## src/rtl/jsu_pkg.sv

```systemverilog
// Types, codes and helpers for the JSON string unescaper.
// No dependencies; used by jsu_step, the top level and the checker jsu_chk.
`timescale 1ns / 1ps
`default_nettype none

package jsu_pkg;

	typedef enum logic [2:0] {
		PH_PLAIN,
		PH_ESC,
		PH_HEX1,
		PH_WANT_BS,
		PH_WANT_U,
		PH_HEX2
	} phase_t;

	localparam logic [3:0] ERR_NONE      = 4'd0;
	localparam logic [3:0] ERR_CTRL      = 4'd1;
	localparam logic [3:0] ERR_TRAIL_BS  = 4'd2;
	localparam logic [3:0] ERR_BAD_ESC   = 4'd3;
	localparam logic [3:0] ERR_BAD_HEX   = 4'd4;
	localparam logic [3:0] ERR_TRUNC     = 4'd5;
	localparam logic [3:0] ERR_INCOMPL   = 4'd6;
	localparam logic [3:0] ERR_BAD_LOW   = 4'd7;
	localparam logic [3:0] ERR_UNPAIRED  = 4'd8;

	localparam logic [7:0]  CTRL_LIMIT = 8'h20;
	localparam logic [15:0] HI_SUR_MIN = 16'hd800;
	localparam logic [15:0] HI_SUR_MAX = 16'hdbff;
	localparam logic [15:0] LO_SUR_MIN = 16'hdc00;
	localparam logic [15:0] LO_SUR_MAX = 16'hdfff;
	localparam logic [20:0] SUPP_BASE  = 21'h10000;
	localparam logic [20:0] MAX_1BYTE  = 21'h7f;
	localparam logic [20:0] MAX_2BYTE  = 21'h7ff;
	localparam logic [20:0] MAX_3BYTE  = 21'hffff;

	typedef struct packed {
		phase_t       phase;
		logic [1:0]   digit_count;
		logic [15:0]  unit_accum;
		logic [9:0]   high_bits;
		logic         bad_digit_seen;
		logic         error_latched;
	} state_t;

	localparam state_t STATE_RST = '{PH_PLAIN, 2'd0, 16'd0, 10'd0, 1'b0, 1'b0};

	typedef struct packed {
		logic [3:0][7:0] bytes;
		logic [2:0]      cnt;
		logic            data;
		logic [3:0]      err;
		logic            done;
	} res_t;

	typedef struct packed {
		logic [3:0][7:0] bytes;
		logic [2:0]      len;
	} enc_t;

	function automatic enc_t utf8_enc(input logic [20:0] cp);
		enc_t e;
		e.bytes = '0;
		if (cp <= MAX_1BYTE) begin
			e.bytes[0] = cp[7:0];
			e.len = 3'd1;
		end else if (cp <= MAX_2BYTE) begin
			e.bytes[0] = {3'b110, cp[10:6]};
			e.bytes[1] = {2'b10, cp[5:0]};
			e.len = 3'd2;
		end else if (cp <= MAX_3BYTE) begin
			e.bytes[0] = {4'b1110, cp[15:12]};
			e.bytes[1] = {2'b10, cp[11:6]};
			e.bytes[2] = {2'b10, cp[5:0]};
			e.len = 3'd3;
		end else begin
			e.bytes[0] = {5'b11110, cp[20:18]};
			e.bytes[1] = {2'b10, cp[17:12]};
			e.bytes[2] = {2'b10, cp[11:6]};
			e.bytes[3] = {2'b10, cp[5:0]};
			e.len = 3'd4;
		end
		return e;
	endfunction

endpackage

`default_nettype wire

```

## src/rtl/json_string_unescape_utf8_core.sv

```systemverilog
// Top level of the JSON string unescaper: decode step plus output result buffer.
// Depends on jsu_pkg and jsu_step.
`timescale 1ns / 1ps
`default_nettype none

// An input beat is decoded in the cycle it is accepted and its results (0 to 4)
// land in the output buffer, visible the next cycle. A beat yielding zero or one
// result sustains one beat per cycle while res_ready is high; a beat with more
// results holds the buffer until the last leaves, and the next input beat is
// taken in that cycle. The buffer, one result per cycle when res_ready, sets the rate.
module json_string_unescape_utf8_core (
	input  logic       clk,
	input  logic       arst_n,
	input  logic       in_valid,
	output logic       in_ready,
	input  logic [7:0] in_byte,
	input  logic       has_byte,
	input  logic       string_end,
	output logic       res_valid,
	input  logic       res_ready,
	output logic [7:0] out_byte,
	output logic       out_valid,
	output logic       run_last,
	output logic [3:0] error_code,
	output logic       string_done
);

	jsu_pkg::state_t st_q;
	jsu_pkg::state_t st_nxt;
	jsu_pkg::res_t   res;

	logic [3:0][7:0] bytes_q;
	logic [2:0]      cnt_q;
	logic [1:0]      idx_q;
	logic            data_q;
	logic [3:0]      err_q;
	logic            done_q;
	logic [2:0]      cnt_m1;
	logic            last;
	logic            in_fire;
	logic            out_fire;

	jsu_step u_step (
		.st         (st_q),
		.in_byte    (in_byte),
		.has_byte   (has_byte),
		.string_end (string_end),
		.nxt        (st_nxt),
		.res        (res)
	);

	assign cnt_m1    = cnt_q - 3'd1;
	assign last      = (idx_q == cnt_m1[1:0]);
	assign res_valid = (cnt_q != 3'd0);
	assign in_ready  = ~res_valid | (res_ready & last);
	assign in_fire   = in_valid & in_ready;
	assign out_fire  = res_valid & res_ready;

	always_ff @(posedge clk or negedge arst_n) begin
		if (!arst_n) begin
			st_q  <= jsu_pkg::STATE_RST;
			cnt_q <= 3'd0;
			idx_q <= 2'd0;
		end else if (in_fire) begin
			st_q  <= st_nxt;
			cnt_q <= res.cnt;
			idx_q <= 2'd0;
		end else if (out_fire) begin
			if (last) begin
				cnt_q <= 3'd0;
			end else begin
				idx_q <= idx_q + 2'd1;
			end
		end
	end

	always_ff @(posedge clk) begin
		if (in_fire) begin
			bytes_q <= res.bytes;
			data_q  <= res.data;
			err_q   <= res.err;
			done_q  <= res.done;
		end
	end

	assign out_byte    = data_q ? bytes_q[idx_q] : 8'h00;
	assign out_valid   = data_q;
	assign run_last    = last;
	assign error_code  = err_q;
	assign string_done = done_q & last;

endmodule

`default_nettype wire

```

## src/rtl/jsu_step.sv

```systemverilog
// Next-state and result logic for one input beat of the unescaper.
// Purely combinational; depends on jsu_pkg.
`timescale 1ns / 1ps
`default_nettype none

module jsu_step (
	input  jsu_pkg::state_t st,
	input  logic [7:0]      in_byte,
	input  logic            has_byte,
	input  logic            string_end,
	output jsu_pkg::state_t nxt,
	output jsu_pkg::res_t   res
);

	logic [3:0]      hv;
	logic            hok;
	logic [15:0]     acc_new;
	logic            bad_new;
	logic            full;
	logic [3:0]      err;
	logic [2:0]      n;
	logic [3:0][7:0] buf_b;
	jsu_pkg::enc_t   enc_bmp;
	jsu_pkg::enc_t   enc_sup;
	logic [20:0]     cp_sup;

	always_comb begin
		hok = 1'b1;
		hv  = 4'd0;
		if (in_byte >= 8'h30 && in_byte <= 8'h39) begin
			hv = in_byte[3:0];
		end else if ((in_byte >= 8'h61 && in_byte <= 8'h66) ||
				(in_byte >= 8'h41 && in_byte <= 8'h46)) begin
			hv = in_byte[3:0] + 4'd9;
		end else begin
			hok = 1'b0;
		end
	end

	assign acc_new = {st.unit_accum[11:0], hv};
	assign bad_new = st.bad_digit_seen | ~hok;
	assign full    = (st.digit_count == 2'd3);
	assign cp_sup  = jsu_pkg::SUPP_BASE + {1'b0, st.high_bits, acc_new[9:0]};
	assign enc_bmp = jsu_pkg::utf8_enc({5'd0, acc_new});
	assign enc_sup = jsu_pkg::utf8_enc(cp_sup);

	always_comb begin
		nxt   = st;
		err   = jsu_pkg::ERR_NONE;
		n     = 3'd0;
		buf_b = '0;
		res   = '0;
		if (st.error_latched) begin
			if (string_end) begin
				nxt = jsu_pkg::STATE_RST;
			end
		end else begin
			if (has_byte) begin
				case (st.phase)
					jsu_pkg::PH_PLAIN: begin
						if (in_byte == 8'h5c) begin
							nxt.phase = jsu_pkg::PH_ESC;
						end else if (in_byte < jsu_pkg::CTRL_LIMIT) begin
							err = jsu_pkg::ERR_CTRL;
						end else begin
							buf_b[0] = in_byte;
							n = 3'd1;
						end
					end
					jsu_pkg::PH_ESC: begin
						nxt.phase = jsu_pkg::PH_PLAIN;
						n = 3'd1;
						case (in_byte)
							8'h22, 8'h5c, 8'h2f: buf_b[0] = in_byte;
							8'h62: buf_b[0] = 8'h08;
							8'h66: buf_b[0] = 8'h0c;
							8'h6e: buf_b[0] = 8'h0a;
							8'h72: buf_b[0] = 8'h0d;
							8'h74: buf_b[0] = 8'h09;
							8'h75: begin
								n = 3'd0;
								nxt.phase = jsu_pkg::PH_HEX1;
								nxt.digit_count = 2'd0;
								nxt.unit_accum = 16'd0;
								nxt.bad_digit_seen = 1'b0;
							end
							default: begin
								n = 3'd0;
								err = jsu_pkg::ERR_BAD_ESC;
							end
						endcase
					end
					jsu_pkg::PH_HEX1: begin
						nxt.unit_accum = acc_new;
						nxt.bad_digit_seen = bad_new;
						if (!full) begin
							nxt.digit_count = st.digit_count + 2'd1;
						end else if (bad_new) begin
							err = jsu_pkg::ERR_BAD_HEX;
						end else begin
							nxt.digit_count = 2'd0;
							nxt.unit_accum = 16'd0;
							if (acc_new >= jsu_pkg::HI_SUR_MIN &&
									acc_new <= jsu_pkg::HI_SUR_MAX) begin
								nxt.high_bits = acc_new[9:0];
								nxt.phase = jsu_pkg::PH_WANT_BS;
							end else if (acc_new >= jsu_pkg::LO_SUR_MIN &&
									acc_new <= jsu_pkg::LO_SUR_MAX) begin
								err = jsu_pkg::ERR_UNPAIRED;
							end else begin
								nxt.phase = jsu_pkg::PH_PLAIN;
								buf_b = enc_bmp.bytes;
								n = enc_bmp.len;
							end
						end
					end
					jsu_pkg::PH_WANT_BS: begin
						if (in_byte != 8'h5c) begin
							err = jsu_pkg::ERR_INCOMPL;
						end else begin
							nxt.phase = jsu_pkg::PH_WANT_U;
						end
					end
					jsu_pkg::PH_WANT_U: begin
						if (in_byte != 8'h75) begin
							err = jsu_pkg::ERR_INCOMPL;
						end else begin
							nxt.phase = jsu_pkg::PH_HEX2;
							nxt.digit_count = 2'd0;
							nxt.unit_accum = 16'd0;
							nxt.bad_digit_seen = 1'b0;
						end
					end
					default: begin
						nxt.unit_accum = acc_new;
						nxt.bad_digit_seen = bad_new;
						if (!full) begin
							nxt.digit_count = st.digit_count + 2'd1;
						end else if (bad_new) begin
							err = jsu_pkg::ERR_BAD_HEX;
						end else if (acc_new < jsu_pkg::LO_SUR_MIN ||
								acc_new > jsu_pkg::LO_SUR_MAX) begin
							err = jsu_pkg::ERR_BAD_LOW;
						end else begin
							nxt.phase = jsu_pkg::PH_PLAIN;
							nxt.digit_count = 2'd0;
							nxt.unit_accum = 16'd0;
							nxt.high_bits = 10'd0;
							buf_b = enc_sup.bytes;
							n = enc_sup.len;
						end
					end
				endcase
			end
			if (err == jsu_pkg::ERR_NONE && string_end && nxt.phase != jsu_pkg::PH_PLAIN) begin
				if (nxt.phase == jsu_pkg::PH_ESC) begin
					err = jsu_pkg::ERR_TRAIL_BS;
				end else if (nxt.phase == jsu_pkg::PH_HEX1) begin
					err = jsu_pkg::ERR_TRUNC;
				end else begin
					err = jsu_pkg::ERR_INCOMPL;
				end
			end
			if (err != jsu_pkg::ERR_NONE) begin
				res.cnt  = 3'd1;
				res.data = 1'b0;
				res.err  = err;
				res.done = 1'b1;
				nxt = jsu_pkg::STATE_RST;
				nxt.error_latched = ~string_end;
			end else begin
				res.bytes = buf_b;
				res.data  = (n != 3'd0);
				res.cnt   = (string_end && n == 3'd0) ? 3'd1 : n;
				res.done  = string_end;
				if (string_end) begin
					nxt = jsu_pkg::STATE_RST;
				end
			end
		end
	end

endmodule

`default_nettype wire

```

## config.mk

```make
export PLATFORM = sky130hd
export DESIGN_NAME = json_string_unescape_utf8_core
export DESIGN_NICKNAME = d
export VERILOG_FILES = /design/src/rtl/jsu_pkg.sv /design/src/rtl/json_string_unescape_utf8_core.sv /design/src/rtl/jsu_step.sv
export SDC_FILE = /design/constraint.sdc
export NUM_CORES = 1
export LEC_CHECK = 0
export BUFFER_PORTS_ARGS = -buffer_cell sky130_fd_sc_hd__buf_2
export CAP_MARGIN = 20
export CORE_MARGIN = 4
export CORE_UTILIZATION = 60
export DETAILED_ROUTE_END_ITERATION = 6
export GPL_ROUTABILITY_DRIVEN = 0
export GPL_TIMING_DRIVEN = 0
export PLACE_DENSITY = 0.78
export SLEW_MARGIN = 10
export SYNTH_ARGS = -nofsm -noshare
export SYNTH_HDL_FRONTEND = slang
export SYNTH_HIERARCHICAL = 1
export SYNTH_SLANG_ARGS = --single-unit
```

## constraint.sdc

```tcl
create_clock -name clk -period 6.5 [get_ports clk]
set_input_delay 1.3 -clock clk [delete_from_list [all_inputs] [get_ports clk]]
set_output_delay 1.3 -clock clk [all_outputs]
set_load 0.03 [all_outputs]
```

## Yosys cells after proc, flatten, opt, wreduce, memory -nomap -nowiden

Cells that the tools add are included.

- Memories: 0
- Bits in registers: 72
- Memory bits (read-only): 0
- Word-level logic and storage cells: 221
- Output and inout port bits: 17
- Memory bits (writable): 0
- Latch bits: 0
- Input port bits: 14

- Equality and inequality tests: 31
- Add/sub/neg operators: 5
- Muxes and demuxes: 104
- Order comparisons: 19
- Reduce and logical (&&, ||, !) cells: 36
- Div/mod/pow operators: 0
- Bitwise gates (word level): 11
- Shift operators: 0
- Multipliers: 0

Operators by type and width:

| operator | count |
|---|---|
| 32-bit 2-to-1 mux | 7 |
| 33-bit 2-to-1 mux | 4 |
| 27-bit 2-to-1 mux | 4 |
| 31-bit 2-to-1 mux | 3 |
| 24-bit 2-to-1 mux | 3 |
| 18-bit case mux with 4 select lines | 1 |
| 3-bit 2-to-1 mux | 23 |
| 4-bit 2-to-1 mux | 16 |
| 8-bit by 7-bit equality test with 1-bit output (second input constant) | 7 |
| 26-bit 2-to-1 mux | 2 |
| 8-bit 2-to-1 mux | 6 |
| 24-bit case mux with 2 select lines | 1 |
| 8-bit case mux with 6 select lines | 1 |
| 19-bit 2-to-1 mux | 2 |
| 16-bit >= comparator (second input constant) | 2 |
| 16-bit less-or-equal comparator (second input constant) | 2 |
| 16-bit 2-to-1 mux | 2 |
| 8-bit case mux with 4 select lines | 1 |
| 25-bit 2-to-1 mux | 1 |
| 11-bit 2-to-1 mux | 2 |
| 17-bit by 20-bit adder with 21-bit output (first input constant) | 1 |
| 21-bit by 11-bit less-or-equal comparator with 1-bit output (second input constant) | 1 |
| 21-bit by 16-bit less-or-equal comparator with 1-bit output (second input constant) | 1 |
| 21-bit by 7-bit less-or-equal comparator with 1-bit output (second input constant) | 1 |
| 61 further kinds | 112 |

## Logic depth before layout (Yosys ltp)

Gate-level depths: netlist (run 1).

- Depth in word-level cells: 24
- Mapped depth: 15
- Depth with buffers taken out: 12

## Modules after synthesis

The synthesis (run 1) kept the hierarchy.

Modules (own cells, without submodules):

| module | area each (sq um) | cells each | sequential area each (sq um) | times used |
|---|---|---|---|---|
| json_string_unescape_utf8_core | 2950.3 | 162 | 2092.0 | 1 |
| jsu_step | 2851.5 | 445 | 0.0 | 1 |

## Worst setup path after synthesis (run 1)

OpenSTA, ideal clock, no wires.

- Kind: input port to flip-flop
- Start: in in_byte[7]
- End: reg bytes_q[17] (netlist name) (data pin)
- Buffers on the path: 2
- Slack: 2.150 ns
- Data required time: 6.243 ns
- Library setup time: 0.257 ns
- Cell stages on the path: 10
- Data arrival time: 4.094 ns
- Cell sequence: buf_2 or4b_4 a311oi_2 a32oi_1 nor4b_2 mux2i_1 buf_2 mux2_2 a22oi_1 nor2_1

- Cells in the longest elaborated chain, start to end: 21
- Elaborated cells between the ends (all ways): 102
- Classes of those cells: add/sub (1); order compare (18); eq/ne (13); mux (54); bitwise (2); reduce/logical (14)

RTL lines:

| item | line | text |
|---|---|---|
| start: declaration | json_string_unescape_utf8_core.sv:16 | `input logic [7:0] in_byte,` |
| parallel branches: the longest is 21 deep, another holds 17-bit by 20-bit adder with 21-bit output | n/a |  |
| end signal: assignment | json_string_unescape_utf8_core.sv:79 | `bytes_q <= res.bytes;` |
| end: declaration | json_string_unescape_utf8_core.sv:32 | `logic [3:0][7:0] bytes_q;` |

Parallel ways; which one is timed is not known. The select of a mux whose other input is x is not followed.
A chain may end at the register's enable or synchronous reset.

==> results.md, run 1 <==
- Antenna diode count: 0
- CP max stage delay: 590 ps
- Pint: 0.894 mW
- CTS tree: yes
- Antenna-violating nets left: 0
- CTS resizes: 0
- Fmax: 0.208 GHz
- Core Area: 9200 um2
- Setup Skew: ~11 ps
- DR vias/cell: 7.16
- Gr usage total: 29.4%
- Ratio of cells with drive above 1 in the final layout: 17.5%
- Count of hold-fix buffers inserted at cts: 0
- Initial core utilization: 61.1%
- Initial antenna violation count: 0
- Input/output buffers: 27
- Sw Share: 37.9%
- NetSw: 0.545 mW
- Clk pwr share: about a quarter
- Pwr/cell area: 236 nW/um2
- Setup crit start kind: primary input
- Wire per inst: 21.5 um
- Remaining Overflow, GRT: 0
- Clock Sinks: 72
- Crit path max-delay cell type: nor4_4
- Postcts setup bufs: 0
- Root Driver: clkbuf_8
- I/O pin cnt: 31
- WP data arrival: 5120 ps
- Final Hold Viols: 0
- Ys Warns: 6
- Drt first-iter violations: 950
- Critical Path Most Common Cell: nor3b_1
- Die height: roughly 100 um
- First-pass GRT wire length: 25800 um
- Via count: approximately 5400
- Failing checks: design-rule violations
- Clk_lat worst skew: around 350 ps
- Largest net degree at the start of global routing: 45
- Setup TNS: 0 ps
- Post-Route WL: ~16000 um
- Worst-path clk slew: 90 ps
- Hold crit path type: register to register
- # setup viols final: 0
- DP HPWL: 11700 um
- Period minus WS final: 4810 ps
- DRC: 1
- Logic pwr share: 35.6%
- Largest fanout on the critical path: 10
- Period utilization: 74.1%
- Area growth syn-to-layout: 8.33%
- Commonest non-fill, non-tap cells in the layout: 49 x nor2_1, 39 x buf_2, 38 x edfxtp_1
- Status: finished with violations
- Setup CP Type: primary input to register
- Die area: approximately 11000 um2
- Num rows: 35
- Leakage: 2.38 nW
- Seq pwr share: just over 40%
- Worst-path cell chain: buf_2 > inv_1 > ha_1 > nor3b_1 > or3_1 > clkbuf_1 > a21oi_1 > a41oi_1 > nor3b_1 > nand3_1 > nor4_4 > a22o_1 > mux2_2
- Final hold slack: 493 ps
- H-Tree Depth: 3
- Pre-antenna DRT Iters: 7
- Post-Synthesis Cells: 594
- CP endpoint kind: register
- Commonest non-fill, non-tap cell in the layout: nor2_1
- Clock tree buffer depth: 2
- Slew headroom: 36.0%
- Count of final max-slew check failures: 0
- Number of global-route vias before repair: 4881
- Total CTS buffers: 9
- Synth Area per Inst: 9.46 um2
- Chip Width: 105 um
- Worst-Margin Slew: ~960 ps
- Netlist Area Pre-Place: about 5600 um2
- Data required, critical path: about 6800 ps
- Fin nets: 656
- Max Cap Violations: 0
- Unrepaired setup endpoints after global routing: no
- Max VDD drop: 0.132 mV
## final cells by class
| class | instances | area [um2] |
|---|---|---|
| Multi-Input combinational cell | 464 | 3340 |
| Fill cell | 748 | 3110 |
| Sequential cell | 72 | 1990 |
| Buffer | 44 | 233 |
| Tap cell | 111 | 139 |
| Timing Repair Buffer | 27 | 135 |
| Clock buffer | 9 | 124 |
| Clock inverter | 7 | 62.6 |
| Inverter | 16 | 60.1 |
## stage by stage
stage	instance area [um2]	worst slack, ps	power (mW)	instances	util [%]
global route	6080	1480	1.51	750	66.2
global placement	5900	1540	1.10	734	64.1
detailed placement	5900	1520	1.11	734	64.1
finish	6080	1690	1.44	750	66.2
floorplan	5620	2150	0.974	596	-
CTS	6080	1890	1.44	750	66.2
## power by group through the flow
stage | sequential, mW | combinational [mW] | clock, mW
final | 0.590 | 0.512 | 0.336
after global routing | 0.598 | 0.547 | 0.367
after CTS | 0.592 | 0.510 | 0.341
after detailed placement | 0.601 | 0.508 | 0
after global placement | 0.597 | 0.499 | 0
after floorplan | 0.606 | 0.369 | 0
## sequential cells by signal (all words and copies together), names as in the netlist
| name | count |
|---|---|
| st_q | 29 |
| bytes_q | 32 |
| error_code | 4 |
| idx_q | 2 |
| out_valid | 1 |
| done_q | 1 |
| cnt_q | 3 |
## path summary, 6_finish.rpt
path	from	end	slack, ps	cells past startpoint
max	in_byte[0]	st_q[3]$_DFFE_PN0P_	1690	13
min	st_q[19]$_DFFE_PN0P_	st_q[19]$_DFFE_PN0P_	490	1
max reg2reg	st_q[32]$_DFFE_PN0P_	cnt_q[2]$_DFFE_PN0P_	2850	11
min reg2reg	st_q[19]$_DFFE_PN0P_	st_q[19]$_DFFE_PN0P_	490	1
max in group asynchronous	arst_n	st_q[31]$_DFFE_PN0P_	4960	1
min in group asynchronous	arst_n	cnt_q[2]$_DFFE_PN0P_	1010	1
## critical path, delay by kind of cell
family / cells / cell delay [ps]
AND/OR/NAND/NOR: 5 / 1780
multiplexers: 1 / 140
adder cells (fa/ha/maj): 1 / 280
buffers and inverters: 3 / 500
AO/OA/AOI/OAI: 3 / 1100
## per-layer routing
layer  global-route usage [%]  vias up  share of wire (%)
met5                        0        -                  0
met4                     10.2        0                4.5
met3                     7.10       89                 12
met2                     45.6      425                 44
met1                     40.4     2492                 39
li1                         -     2367                  -
(Power assumes the default switching activity.)
==> run 2: changes to the inputs <==
==> constraint.sdc (replaced) <==
create_clock -name clk -period 4.48 [get_ports clk]
set_input_delay 0.896 -clock clk [delete_from_list [all_inputs] [get_ports clk]]
set_output_delay 0.896 -clock clk [all_outputs]
set_load 0.03 [all_outputs]
==> run 2 against run 1 <==
Compared with the run above: total power increased by 46%; largest power group unchanged; clock skew grew 4.3 ps; via count is 0.39% higher; worst setup slack lost 1500 ps; the flow still finishes with violations (design-rule violations); die area unchanged; sequential power up 45%; routed wire length rose by 0.19%; largest cell class unchanged.
==> results.md, run 2 (synthesis results as in run 1) <==
- Fin nets: 657 (was 656)
- Remaining Overflow, GRT: 0 (unchanged)
- Core Area: 9200 um2 (unchanged)
- Chip Width: 105 um (unchanged)
- Post-Route WL: 16100 um (about the same)
- Clock tree buffer depth: 2 (unchanged)
- Ratio of cells with drive above 1 in the final layout: 17.8% (was 17.5%)
- DP HPWL: 11700 um (unchanged)
- Period utilization: around 95%
- Count of final max-slew check failures: 0 (unchanged)
- Slew headroom: 34.7% (was 36.0%)
- First-pass GRT wire length: 25800 um (unchanged)
- Initial core utilization: 61.1% (unchanged)
- Max VDD drop: 0.193 mV (was 0.132 mV)
- Commonest non-fill, non-tap cells in the layout: 49 x nor2_1, 39 x buf_2, 38 x edfxtp_1 (unchanged)
- Clock Sinks: 72 (unchanged)
- Total CTS buffers: 9 (unchanged)
- Max FFs per register: 32 (unchanged)
- Setup Skew: 14.8 ps (was 10.5 ps)
- Setup ws final: 213 ps (was 1690 ps)
- Count of hold-fix buffers inserted at cts: 0 (unchanged)
- Setup TNS: 0 ps (unchanged)
- Largest net degree at the start of global routing: 45 (unchanged)
- Via count: 5394 (was 5373)
- Data required, critical path: 4580 ps (was 6800 ps)
- Fmax: around 0.23 GHz
- Gr usage total: 29.4% (unchanged)
- Clk_lat worst skew: 360 ps (was 350 ps)
- Num rows: 35 (unchanged)
- CP endpoint kind: register (unchanged)
- I/O pin cnt: 31 (unchanged)
- Hold_sp: st_q[19]$_DFFE_PN0P_ (unchanged)
- Die height: 105 um (unchanged)
- Pre-antenna DRT Iters: 7 (unchanged)
- Initial antenna violation count: 0 (unchanged)
- CTS tree: yes (unchanged)
- Antenna-violating nets left: 0 (unchanged)
- Max Cap Violations: 0 (unchanged)
- H-Tree Depth: 3 (unchanged)
- Post-route cell area: 6100 um2 (was 6080 um2)
- Failing checks: design-rule violations (unchanged)
- Area growth syn-to-layout: 8.53% (was 8.33%)
- Worst-Margin Slew: 971 ps (was 960 ps)
- Drt first-iter violations: 873 (was 950)
- Pre-CTS setup slack: -97.9 ps (was 1520 ps)
- DRC: 52 (was 1)
- Final hold slack: 493 ps (about the same)
- Final Hold Viols: 0 (unchanged)
- Setup crit start kind: primary input (unchanged)
- Antenna diode count: 0 (unchanged)
- Hold crit path type: register to register (unchanged)
- Unrepaired setup endpoints after global routing: no (unchanged)
- DR vias/cell: 7.18 (was 7.16)
- Setup crit start: in_byte[7] (was in_byte[0])
- Wire per inst: 21.5 um (about the same)
- Number of global-route vias before repair: 4881 (unchanged)
- Worst-path clk slew: 80 ps (was 90 ps)
- FF-to-FF Start: st_q[32]$_DFFE_PN0P_ (unchanged)
- Reg with most FFs: bytes_q (unchanged)
- Period minus WS final: between 4000 and 5000 ps
- # setup viols final: 0 (unchanged)
- Root Driver: clkbuf_8 (unchanged)
- Setup CP Type: primary input to register (unchanged)
- Input/output buffers: 27 (unchanged)
- WP data arrival: 4370 ps (was 5120 ps)
- Commonest non-fill, non-tap cell in the layout: nor2_1 (unchanged)
- Leakage: 2.39 nW (was 2.38 nW)
- Die area: 11000 um2 (unchanged)
- Pwr/cell area: 343 nW/um2 (was 236 nW/um2)
- Status: finished with violations (unchanged)
- Placed cell area: 5900 um2 (unchanged)
- Largest fanout on the critical path: 10 (unchanged)
run 2: cell types whose count changed in the layout (fill, tap and decap cells not counted), sizes merged:
cell	before	now
buf	50	51
run 2: power by group:
group / internal [mW] / switching [mW]
Combinational: 0.270 / 0.475
Clock: 0.211 / 0.280
Sequential: 0.816 / 0.0411
run 2: layout make-up:
cell class,instances,area [um2]
buffer,44,233
inverter,16,60.1
clock inverter,7,62.6
sequential,72,1990
fill,744,3100
clock buffer,9,124
timing repair buffer,28,143
multi-input combinational,464,3340
tap,111,139
run 2: routing by layer:
layer | track usage [%] | wire length (um) | vias up
met4 | 10.2 | 749 | 0
met3 | 7.10 | 1710 | 97
met1 | 40.4 | 6510 | 2536
met2 | 45.6 | 7160 | 385
met5 | 0 | 0 | -
li1 | - | - | 2376
run 2: final timing paths:
| path | to | slack (ps) | cells past startpoint |
|---|---|---|---|
| min in group asynchronous | cnt_q[2]$_DFFE_PN0P_ | 600 | 1 |
| min | st_q[19]$_DFFE_PN0P_ | 490 | 1 |
| max reg2reg | cnt_q[2]$_DFFE_PN0P_ | 860 | 11 |
| max in group asynchronous | st_q[31]$_DFFE_PN0P_ | 3340 | 1 |
| min reg2reg | st_q[19]$_DFFE_PN0P_ | 490 | 1 |
| max | bytes_q[19]$_DFFE_PP_ | 210 | 11 |
run 2: metrics by stage:
| step | power, mW | util (%) | instances |
|---|---|---|---|
| floorplan | 1.41 | - | 596 |
| global placement | 1.59 | 64.1 | 734 |
| detailed placement | 1.61 | 64.1 | 734 |
| CTS | 2.09 | 66.2 | 750 |
| global route | 2.19 | 66.3 | 751 |
| finish | 2.09 | 66.3 | 751 |
run 2: critical path: stages:
cell	delay [ps]
buf_2	100
buf_2	160
or4b_4	540
a311oi_2	450
a32oi_1	270
nor4b_2	440
mux2i_1	550
buf_2	360
mux2_2	360
a22oi_1	150
nor2_1	60
run 2: what timing repair did:
item | in CTS | in global routing
endpoints found under the setup margin | 0 | 12
buffers inserted | 0 | 1
resized for setup | 0 | 1
